## src/fp32_special_case_filter_top_macros.svh

```systemverilog
// Assertion macros used by the special-case filter top level.
`ifndef FP32_SPECIAL_CASE_FILTER_TOP_MACROS_SVH
`define FP32_SPECIAL_CASE_FILTER_TOP_MACROS_SVH

// Consequent must hold in the same cycle as the antecedent.
`define FP32SCF_ASSERT_SAME(lbl, ante, cons, msg) \
   lbl: assert property (@(posedge clock) disable iff (reset) (ante) |-> (cons)) \
      else $error(msg);

// Consequent must hold in the cycle after the antecedent.
`define FP32SCF_ASSERT_NEXT(lbl, ante, cons, msg) \
   lbl: assert property (@(posedge clock) disable iff (reset) (ante) |=> (cons)) \
      else $error(msg);

`endif

```

## src/fp32scf_pkg.sv

```systemverilog
// Types, operation codes and binary32 constants of the special-case filter.
package fp32scf_pkg;

   localparam int CMD_W = 4;

   localparam logic [CMD_W-1:0] CMD_EXP2    = 4'd0;
   localparam logic [CMD_W-1:0] CMD_LOG2    = 4'd1;
   localparam logic [CMD_W-1:0] CMD_RCP     = 4'd2;
   localparam logic [CMD_W-1:0] CMD_SQRT    = 4'd3;
   localparam logic [CMD_W-1:0] CMD_RSQRT   = 4'd4;
   localparam logic [CMD_W-1:0] CMD_SIN     = 4'd5;
   localparam logic [CMD_W-1:0] CMD_COS     = 4'd6;
   localparam logic [CMD_W-1:0] CMD_SIGMOID = 4'd7;
   localparam logic [CMD_W-1:0] CMD_TANH    = 4'd8;
   localparam logic [CMD_W-1:0] CMD_EXP     = 4'd9;

   localparam logic [31:0] QNAN_OUT = 32'h7FFF_FFFF;
   localparam logic [31:0] POS_INF  = 32'h7F80_0000;
   localparam logic [31:0] NEG_INF  = 32'hFF80_0000;
   localparam logic [31:0] POS_ONE  = 32'h3F80_0000;
   localparam logic [31:0] NEG_ONE  = 32'hBF80_0000;
   localparam logic [31:0] HALF     = 32'h3F00_0000;
   localparam logic [31:0] POS_ZERO = 32'h0000_0000;
   localparam logic [31:0] NEG_ZERO = 32'h8000_0000;
   localparam logic [30:0] EIGHT_MAG   = 31'h4100_0000;
   localparam logic [30:0] SIXTEEN_MAG = 31'h4180_0000;

   localparam logic [7:0]  EXP_BIAS = 8'd127;
   localparam logic [7:0]  EXP_MAX  = 8'hFF;
   // exp2 saturates once |x| >= 128, i.e. biased exponent >= bias + 7.
   localparam logic [7:0]  EXP2_SAT_EXP = EXP_BIAS + 8'd7;

   typedef struct packed {
      logic [CMD_W-1:0] command;
      logic [31:0]      value_bits;
   } req_type;

   typedef struct packed {
      logic        bypass_taken;
      logic [31:0] bypass_result;
      logic        operand_sign;
      logic [7:0]  operand_exponent;
      logic [22:0] operand_fraction;
   } rsp_type;

endpackage

```

## src/fp32scf_classify.sv

```systemverilog
// Operand unpacking, special-value detection and bypass result selection.
module fp32scf_classify (
   input  fp32scf_pkg::req_type req,
   output fp32scf_pkg::rsp_type rsp
);

   logic        sgn;
   logic [7:0]  expo;
   logic [22:0] frac;
   logic [30:0] mag;
   logic        is_nan;
   logic        is_inf;
   logic        is_zero;
   logic        by;
   logic [31:0] res;

   assign sgn     = req.value_bits[31];
   assign expo    = req.value_bits[30:23];
   assign frac    = req.value_bits[22:0];
   assign mag     = req.value_bits[30:0];
   assign is_nan  = (expo == fp32scf_pkg::EXP_MAX) && (frac != 23'd0);
   assign is_inf  = (expo == fp32scf_pkg::EXP_MAX) && (frac == 23'd0);
   assign is_zero = (expo == 8'd0) && (frac == 23'd0);

   always_comb begin
      by  = 1'b0;
      res = fp32scf_pkg::POS_ZERO;
      if (is_nan) begin
         by  = 1'b1;
         res = fp32scf_pkg::QNAN_OUT;
      end else begin
         case (req.command)
            fp32scf_pkg::CMD_EXP2: begin
               if (is_inf || (expo >= fp32scf_pkg::EXP2_SAT_EXP)) begin
                  by  = 1'b1;
                  res = sgn ? fp32scf_pkg::POS_ZERO : fp32scf_pkg::POS_INF;
               end else if (is_zero) begin
                  by  = 1'b1;
                  res = fp32scf_pkg::POS_ONE;
               end
            end
            fp32scf_pkg::CMD_LOG2: begin
               if (sgn && !is_zero) begin
                  by  = 1'b1;
                  res = fp32scf_pkg::QNAN_OUT;
               end else if (is_zero) begin
                  by  = 1'b1;
                  res = fp32scf_pkg::NEG_INF;
               end else if (is_inf) begin
                  by  = 1'b1;
                  res = fp32scf_pkg::POS_INF;
               end
            end
            fp32scf_pkg::CMD_RCP: begin
               if (is_zero) begin
                  by  = 1'b1;
                  res = sgn ? fp32scf_pkg::NEG_INF : fp32scf_pkg::POS_INF;
               end else if (is_inf) begin
                  by  = 1'b1;
                  res = sgn ? fp32scf_pkg::NEG_ZERO : fp32scf_pkg::POS_ZERO;
               end
            end
            fp32scf_pkg::CMD_SQRT: begin
               if (sgn && !is_zero) begin
                  by  = 1'b1;
                  res = fp32scf_pkg::QNAN_OUT;
               end else if (is_zero || is_inf) begin
                  by  = 1'b1;
                  res = req.value_bits;
               end
            end
            fp32scf_pkg::CMD_RSQRT: begin
               if (sgn && !is_zero) begin
                  by  = 1'b1;
                  res = fp32scf_pkg::QNAN_OUT;
               end else if (is_zero) begin
                  by  = 1'b1;
                  res = sgn ? fp32scf_pkg::NEG_INF : fp32scf_pkg::POS_INF;
               end else if (is_inf) begin
                  by  = 1'b1;
                  res = fp32scf_pkg::POS_ZERO;
               end
            end
            fp32scf_pkg::CMD_SIN: begin
               if (is_inf) begin
                  by  = 1'b1;
                  res = fp32scf_pkg::QNAN_OUT;
               end else if (is_zero) begin
                  by  = 1'b1;
                  res = req.value_bits;
               end
            end
            fp32scf_pkg::CMD_COS: begin
               if (is_inf) begin
                  by  = 1'b1;
                  res = fp32scf_pkg::QNAN_OUT;
               end else if (is_zero) begin
                  by  = 1'b1;
                  res = fp32scf_pkg::POS_ONE;
               end
            end
            fp32scf_pkg::CMD_SIGMOID: begin
               if (is_inf || (mag >= fp32scf_pkg::EIGHT_MAG)) begin
                  by  = 1'b1;
                  res = sgn ? fp32scf_pkg::POS_ZERO : fp32scf_pkg::POS_ONE;
               end else if (expo == 8'd0) begin
                  by  = 1'b1;
                  res = fp32scf_pkg::HALF;
               end
            end
            fp32scf_pkg::CMD_TANH: begin
               if (is_inf || (mag >= fp32scf_pkg::EIGHT_MAG)) begin
                  by  = 1'b1;
                  res = sgn ? fp32scf_pkg::NEG_ONE : fp32scf_pkg::POS_ONE;
               end else if (is_zero) begin
                  by  = 1'b1;
                  res = req.value_bits;
               end
            end
            fp32scf_pkg::CMD_EXP: begin
               if (is_inf) begin
                  by  = 1'b1;
                  res = sgn ? fp32scf_pkg::POS_ZERO : fp32scf_pkg::POS_ONE;
               end else if ((expo == 8'd0) || !sgn) begin
                  by  = 1'b1;
                  res = fp32scf_pkg::POS_ONE;
               end else if (mag > fp32scf_pkg::SIXTEEN_MAG) begin
                  by  = 1'b1;
                  res = fp32scf_pkg::POS_ZERO;
               end
            end
            default: begin
               by  = 1'b0;
               res = fp32scf_pkg::POS_ZERO;
            end
         endcase
      end
   end

   assign rsp.bypass_taken     = by;
   assign rsp.bypass_result    = res;
   assign rsp.operand_sign     = sgn;
   assign rsp.operand_exponent = expo;
   assign rsp.operand_fraction = frac;

endmodule

```

## src/fp32_special_case_filter_top.sv

```systemverilog
// Top level of the binary32 special-case filter: input register, classifier, result register.
//
//   Channel   Direction  Handshake            Payload
//   req_      in         req_valid/req_ready  req_payload (command, value_bits)
//   rsp_      out        rsp_valid/rsp_ready  rsp_payload (bypass and unpacked fields)
//
// A req_ transaction passes through the input register, then the result register, to rsp_.
// One transaction per cycle while rsp_ready is high; the classifier sits between two registers.
// Reset (synchronous, active high) clears both valid flags; payload registers are not reset.
// When rsp_ready is low the result register holds, and the input register keeps accepting
// until it is also full, so a stall reaches req_ready only with both stages occupied.
`include "fp32_special_case_filter_top_macros.svh"

module fp32_special_case_filter_top (
   input  logic                 clock,
   input  logic                 reset,
   input  logic                 req_valid,
   output logic                 req_ready,
   input  fp32scf_pkg::req_type req_payload,
   output logic                 rsp_valid,
   input  logic                 rsp_ready,
   output fp32scf_pkg::rsp_type rsp_payload
);

   // Input stage: holds the accepted operand and command.
   logic                 s1_valid_ff;
   logic                 s1_valid_in;
   fp32scf_pkg::req_type s1_data_ff;

   // Result stage: holds the finished result until the consumer takes it.
   logic                 rsp_valid_ff;
   logic                 rsp_valid_in;
   fp32scf_pkg::rsp_type rsp_data_ff;
   fp32scf_pkg::rsp_type rsp_data_in;

   logic                 out_free;
   logic                 s1_free;
   logic                 req_take;
   logic                 s1_move;

   // The result register can load when it is empty or is being emptied this cycle.
   assign out_free = !rsp_valid_ff || rsp_ready;
   // The input register can load when it is empty or its content moves on.
   assign s1_free  = !s1_valid_ff || out_free;
   assign s1_move  = s1_valid_ff && out_free;
   assign req_take = req_valid && s1_free;

   assign req_ready = s1_free;

   fp32scf_classify u_classify (
      .req (s1_data_ff),
      .rsp (rsp_data_in)
   );

   always_comb begin
      s1_valid_in = s1_valid_ff;
      if (s1_free) begin
         s1_valid_in = req_valid;
      end
   end

   always_comb begin
      rsp_valid_in = rsp_valid_ff;
      if (out_free) begin
         rsp_valid_in = s1_valid_ff;
      end
   end

   always_ff @(posedge clock) begin
      if (reset) begin
         s1_valid_ff  <= 1'b0;
         rsp_valid_ff <= 1'b0;
      end else begin
         s1_valid_ff  <= s1_valid_in;
         rsp_valid_ff <= rsp_valid_in;
      end
   end

   always_ff @(posedge clock) begin
      if (req_take) begin
         s1_data_ff <= req_payload;
      end
      if (s1_move) begin
         rsp_data_ff <= rsp_data_in;
      end
   end

   assign rsp_valid   = rsp_valid_ff;
   assign rsp_payload = rsp_data_ff;

   // A NaN operand always produces the canonical quiet NaN bypass.
   `FP32SCF_ASSERT_NEXT(a_nan_bypass,
      s1_move && (s1_data_ff.value_bits[30:23] == fp32scf_pkg::EXP_MAX)
         && (s1_data_ff.value_bits[22:0] != 23'd0),
      rsp_payload.bypass_taken && (rsp_payload.bypass_result == fp32scf_pkg::QNAN_OUT),
      "NaN operand did not give the quiet NaN bypass")

   // Without a bypass the result field must read as zero.
   `FP32SCF_ASSERT_SAME(a_no_bypass_zero,
      rsp_valid_ff && !rsp_payload.bypass_taken,
      rsp_payload.bypass_result == fp32scf_pkg::POS_ZERO,
      "bypass_result nonzero without a bypass")

   // Unpacked fields carry the operand bits of the transaction that moved.
   `FP32SCF_ASSERT_NEXT(a_unpack_match,
      s1_move,
      {rsp_payload.operand_sign, rsp_payload.operand_exponent,
         rsp_payload.operand_fraction} == $past(s1_data_ff.value_bits),
      "unpacked operand fields do not match the operand")

   // Undefined commands never bypass a non-NaN operand.
   `FP32SCF_ASSERT_NEXT(a_undef_cmd,
      s1_move && (s1_data_ff.command > fp32scf_pkg::CMD_EXP)
         && (s1_data_ff.value_bits[30:23] != fp32scf_pkg::EXP_MAX),
      !rsp_payload.bypass_taken,
      "undefined command produced a bypass")

   // A new transaction may enter a full input stage only while that stage drains.
   `FP32SCF_ASSERT_SAME(a_no_overwrite,
      req_take && s1_valid_ff,
      out_free,
      "input stage overwritten while its result could not move")

endmodule
```

## config.mk

```make
export PLATFORM = sky130hd
export DESIGN_NAME = fp32_special_case_filter_top
export DESIGN_NICKNAME = d
export VERILOG_FILES = /design/src/fp32scf_pkg.sv /design/src/fp32scf_classify.sv /design/src/fp32_special_case_filter_top.sv
export VERILOG_INCLUDE_DIRS = /design/src /design/src/src
export SDC_FILE = /design/constraint.sdc
export NUM_CORES = 1
export LEC_CHECK = 0
export BUFFER_PORTS_ARGS = -buffer_cell sky130_fd_sc_hd__buf_4
export CAP_MARGIN = 30
export CORE_ASPECT_RATIO = 0.7
export CORE_MARGIN = 2
export CORE_UTILIZATION = 53
export DETAILED_ROUTE_END_ITERATION = 8
export GPL_TIMING_DRIVEN = 0
export PLACE_DENSITY_LB_ADDON = 0.1
export SYNTH_ARGS = -nofsm -noshare
export SYNTH_HDL_FRONTEND = slang
export SYNTH_HIERARCHICAL = 1
export SYNTH_SLANG_ARGS = --single-unit
```

## constraint.sdc

```tcl
create_clock -name clock -period 2.7 [get_ports clock]
set_input_delay 0.54 -clock clock [delete_from_list [all_inputs] [get_ports clock]]
set_output_delay 0.54 -clock clock [all_outputs]
set_load 0.01 [all_outputs]
```

==> results.tsv <==
metric	value	unit
cts_root_buf	clkbuf_16	
coreArea	0.00787	mm^2
cts.clk_slew.worst_paths	0.07	ns
die_w	112	um
r2r-start	s1_data_ff[8]	
power.density	616	mW/mm^2
grt_max_degree	66	
dr_total_vias	2752	
tritoncts	yes	
whs	0.361	ns
hold_path.class	primary input to flip-flop	
ys.warnings.count	6	
drive_gt1_frac	0.427	
final_cell_mix	buf_4 (140), edfxtp_1 (101), a32o_1 (23), nand2_1 (18), clkbuf_1 (13)	
nNetsFinal	445	
fin_crit_sh	0.935	
skew	0.00889	ns
syn_nets	327	
timing_worst_slew_pin_value	0.859	ns
fmax	396	MHz
portBuffers	106	
cts_max_path_buffers	2	
seq_area_frac_synth	0.716	
async_flop_share	0	
ctsHoldBuffers	0	
setup_viol	0	
p_seq_frac	0.558	
cp-endpoint	rsp_payload[52]	
antenna_found_initial	0	
setup_tns	0	ns
ff2ff_path_depth	8	
syn2layout_area_growth	28.7	%
crit_required	2.78	ns
worst_setup_path_start_kind	flip-flop	
p_total	3.40	mW
final_common_cell	buf_4	
routedWlPerCell	15.8	um
io_pins	107	
cp-end-kind	flip-flop	
grt_pass1_vias	2482	
leakagePower	2.11	nW
p_clk_frac	0.350	
routed_wl	8050	um
drt_first_pass_iters	6	
drt_iter0_drc	246	
r2r_end	rsp_payload[52]	
hp-start	reset	
p_sw	0.743	mW
critPathKind	flip-flop to flip-flop	
hold_viol_final	0	
synth_area	0.00429	mm^2
place_hpwl	5570	um
status	complete, no violations	
initial_core_util	0.545	
crit_arrival	2.61	ns
rows	27	
rsz0062_at_grt	no	
htreeDepth	3	
grt_pass1_wl	12800	um
synth-main-ff-cell	edfxtp_1	
finalWeightedCongestion	0.940	
drv_slew	0	
peakVddDrop	0.408	mV
crit_start	s1_data_ff[8]	
fin_crit	2.52	ns
synth_cells	287	
grt-ovfl-total	0	
synth-seq-cells	103	
globalRouteTotalUtil	0.189	
ys_types	41	
die-area	0.00884	mm^2
p_int	2.66	mW
synth_edf_count	101	
avgViaCountPerCell	5.39	
clock-sinks	103	
diodes	0	
p_comb_frac	0.093	
clkLatencyLatePin	0.34	ns
drc_errors	0	
avgSynthCellArea	15.0	um^2
relSlewSlack	0.427	
die_h	79.3	um
cts_buffers	9	
r2r_slack	0.18	ns
cp_max_fo	10	
p_sw_frac	0.218	
cap_violations	0	
ant_nets	0	
[area by class of cell]
class | count | area [um^2]
fillers | 557 | 2350
plain buffers | 50 | 320
multi-input cells | 130 | 900
well taps | 101 | 126
flip-flops and latches | 103 | 3070
repair buffers | 107 | 803
clock buffers | 10 | 229
clock inverters | 6 | 56.3
inverters | 4 | 15.0
[metal layers]
metal | GRT usage | routed length, um | part of all wire
met5 | 0 | 0 | 0
met4 | 0.0605 | 55 | 0.0068
met3 | 0.0504 | 508 | 0.063
met2 | 0.291 | 3800 | 0.47
met1 | 0.267 | 3690 | 0.46
[cell usage after synthesis (all sizes together), types with 2 or more instances]
cell type  instances  share of area
edfxtp           101           0.71
buf               38          0.064
a32o              23          0.054
nand2             18          0.016
a21oi             12          0.015
clkbuf            12          0.010
nor2              12          0.010
nand3             11          0.013
nor4               7          0.010
o21ai              7         0.0082
a31oi              4         0.0058
inv                4         0.0035
nand2b             4         0.0058
and2               3         0.0052
nand4              3         0.0044
a211oi             2         0.0047
dfxtp              2         0.0093
nor2b              2         0.0029
nor3               2         0.0050
o211ai             2         0.0035
o31ai              2         0.0035
or4                2         0.0035
xor2               2         0.0041
[worst min-delay path by stage]
stage | end | slack [ns] | cells after the start
2_1_floorplan | rsp_valid | 0.46 | 2
3_3_place_gp | rsp_valid | 0.47 | 2
3_5_place_dp | rsp_valid | 0.48 | 2
4_1_cts | s1_valid_ff | 0.35 | 2
5_1_grt | s1_valid_ff | 0.35 | 2
6_report | s1_valid_ff | 0.36 | 2
[repair_timing]
item	CTS	global route
gates resized for setup	0	3
endpoints found under the setup margin	0	28
setup buffers	0	1
endpoints found under the hold margin	0	0
[stage by stage]
stage	area (um^2)	setup WS, ns	util	instances
2_1_floorplan	4290	0.376	-	287
3_3_place_gp	5210	0.137	0.662	494
3_5_place_dp	5220	0.0997	0.663	494
4_1_cts	5500	0.0867	0.699	510
5_1_grt	5520	0.0423	0.702	511
6_report	5520	0.176	0.702	511
[kinds of logic after synthesis]
group	after synthesis	share of synthesized area
flops	103	0.716
compound gates	57	0.109
simple gates	71	0.0936
xor+xnor	2	0.00408
buf+inv	54	0.0775
[sequential cells by signal (all words and copies together), names as in the netlist]
| signal | flops |
|---|---|
| rsp_valid | 1 |
| rsp_payload | 65 |
| s1_valid_ff | 1 |
| s1_data_ff | 36 |
[critical path, stage by stage, from the launching register on]
cell and delay, ns:
edfxtp_1 0.41, nor4_2 0.35, nand4_1 0.20, nor2_1 0.22, clkbuf_4 0.25, inv_1 0.10
a31o_2 0.26, clkbuf_1 0.23, a32o_1 0.27
[power by group through the flow]
stage	Clock, mW	Sequential, mW	Combinational, mW
2_1_floorplan	0	1.95	0.137
3_3_place_gp	0	1.93	0.309
3_5_place_dp	0	1.93	0.314
4_1_cts	1.23	1.90	0.315
5_1_grt	1.29	1.91	0.341
6_report	1.19	1.90	0.316
Note: power is estimated with default switching activity, not from simulation.
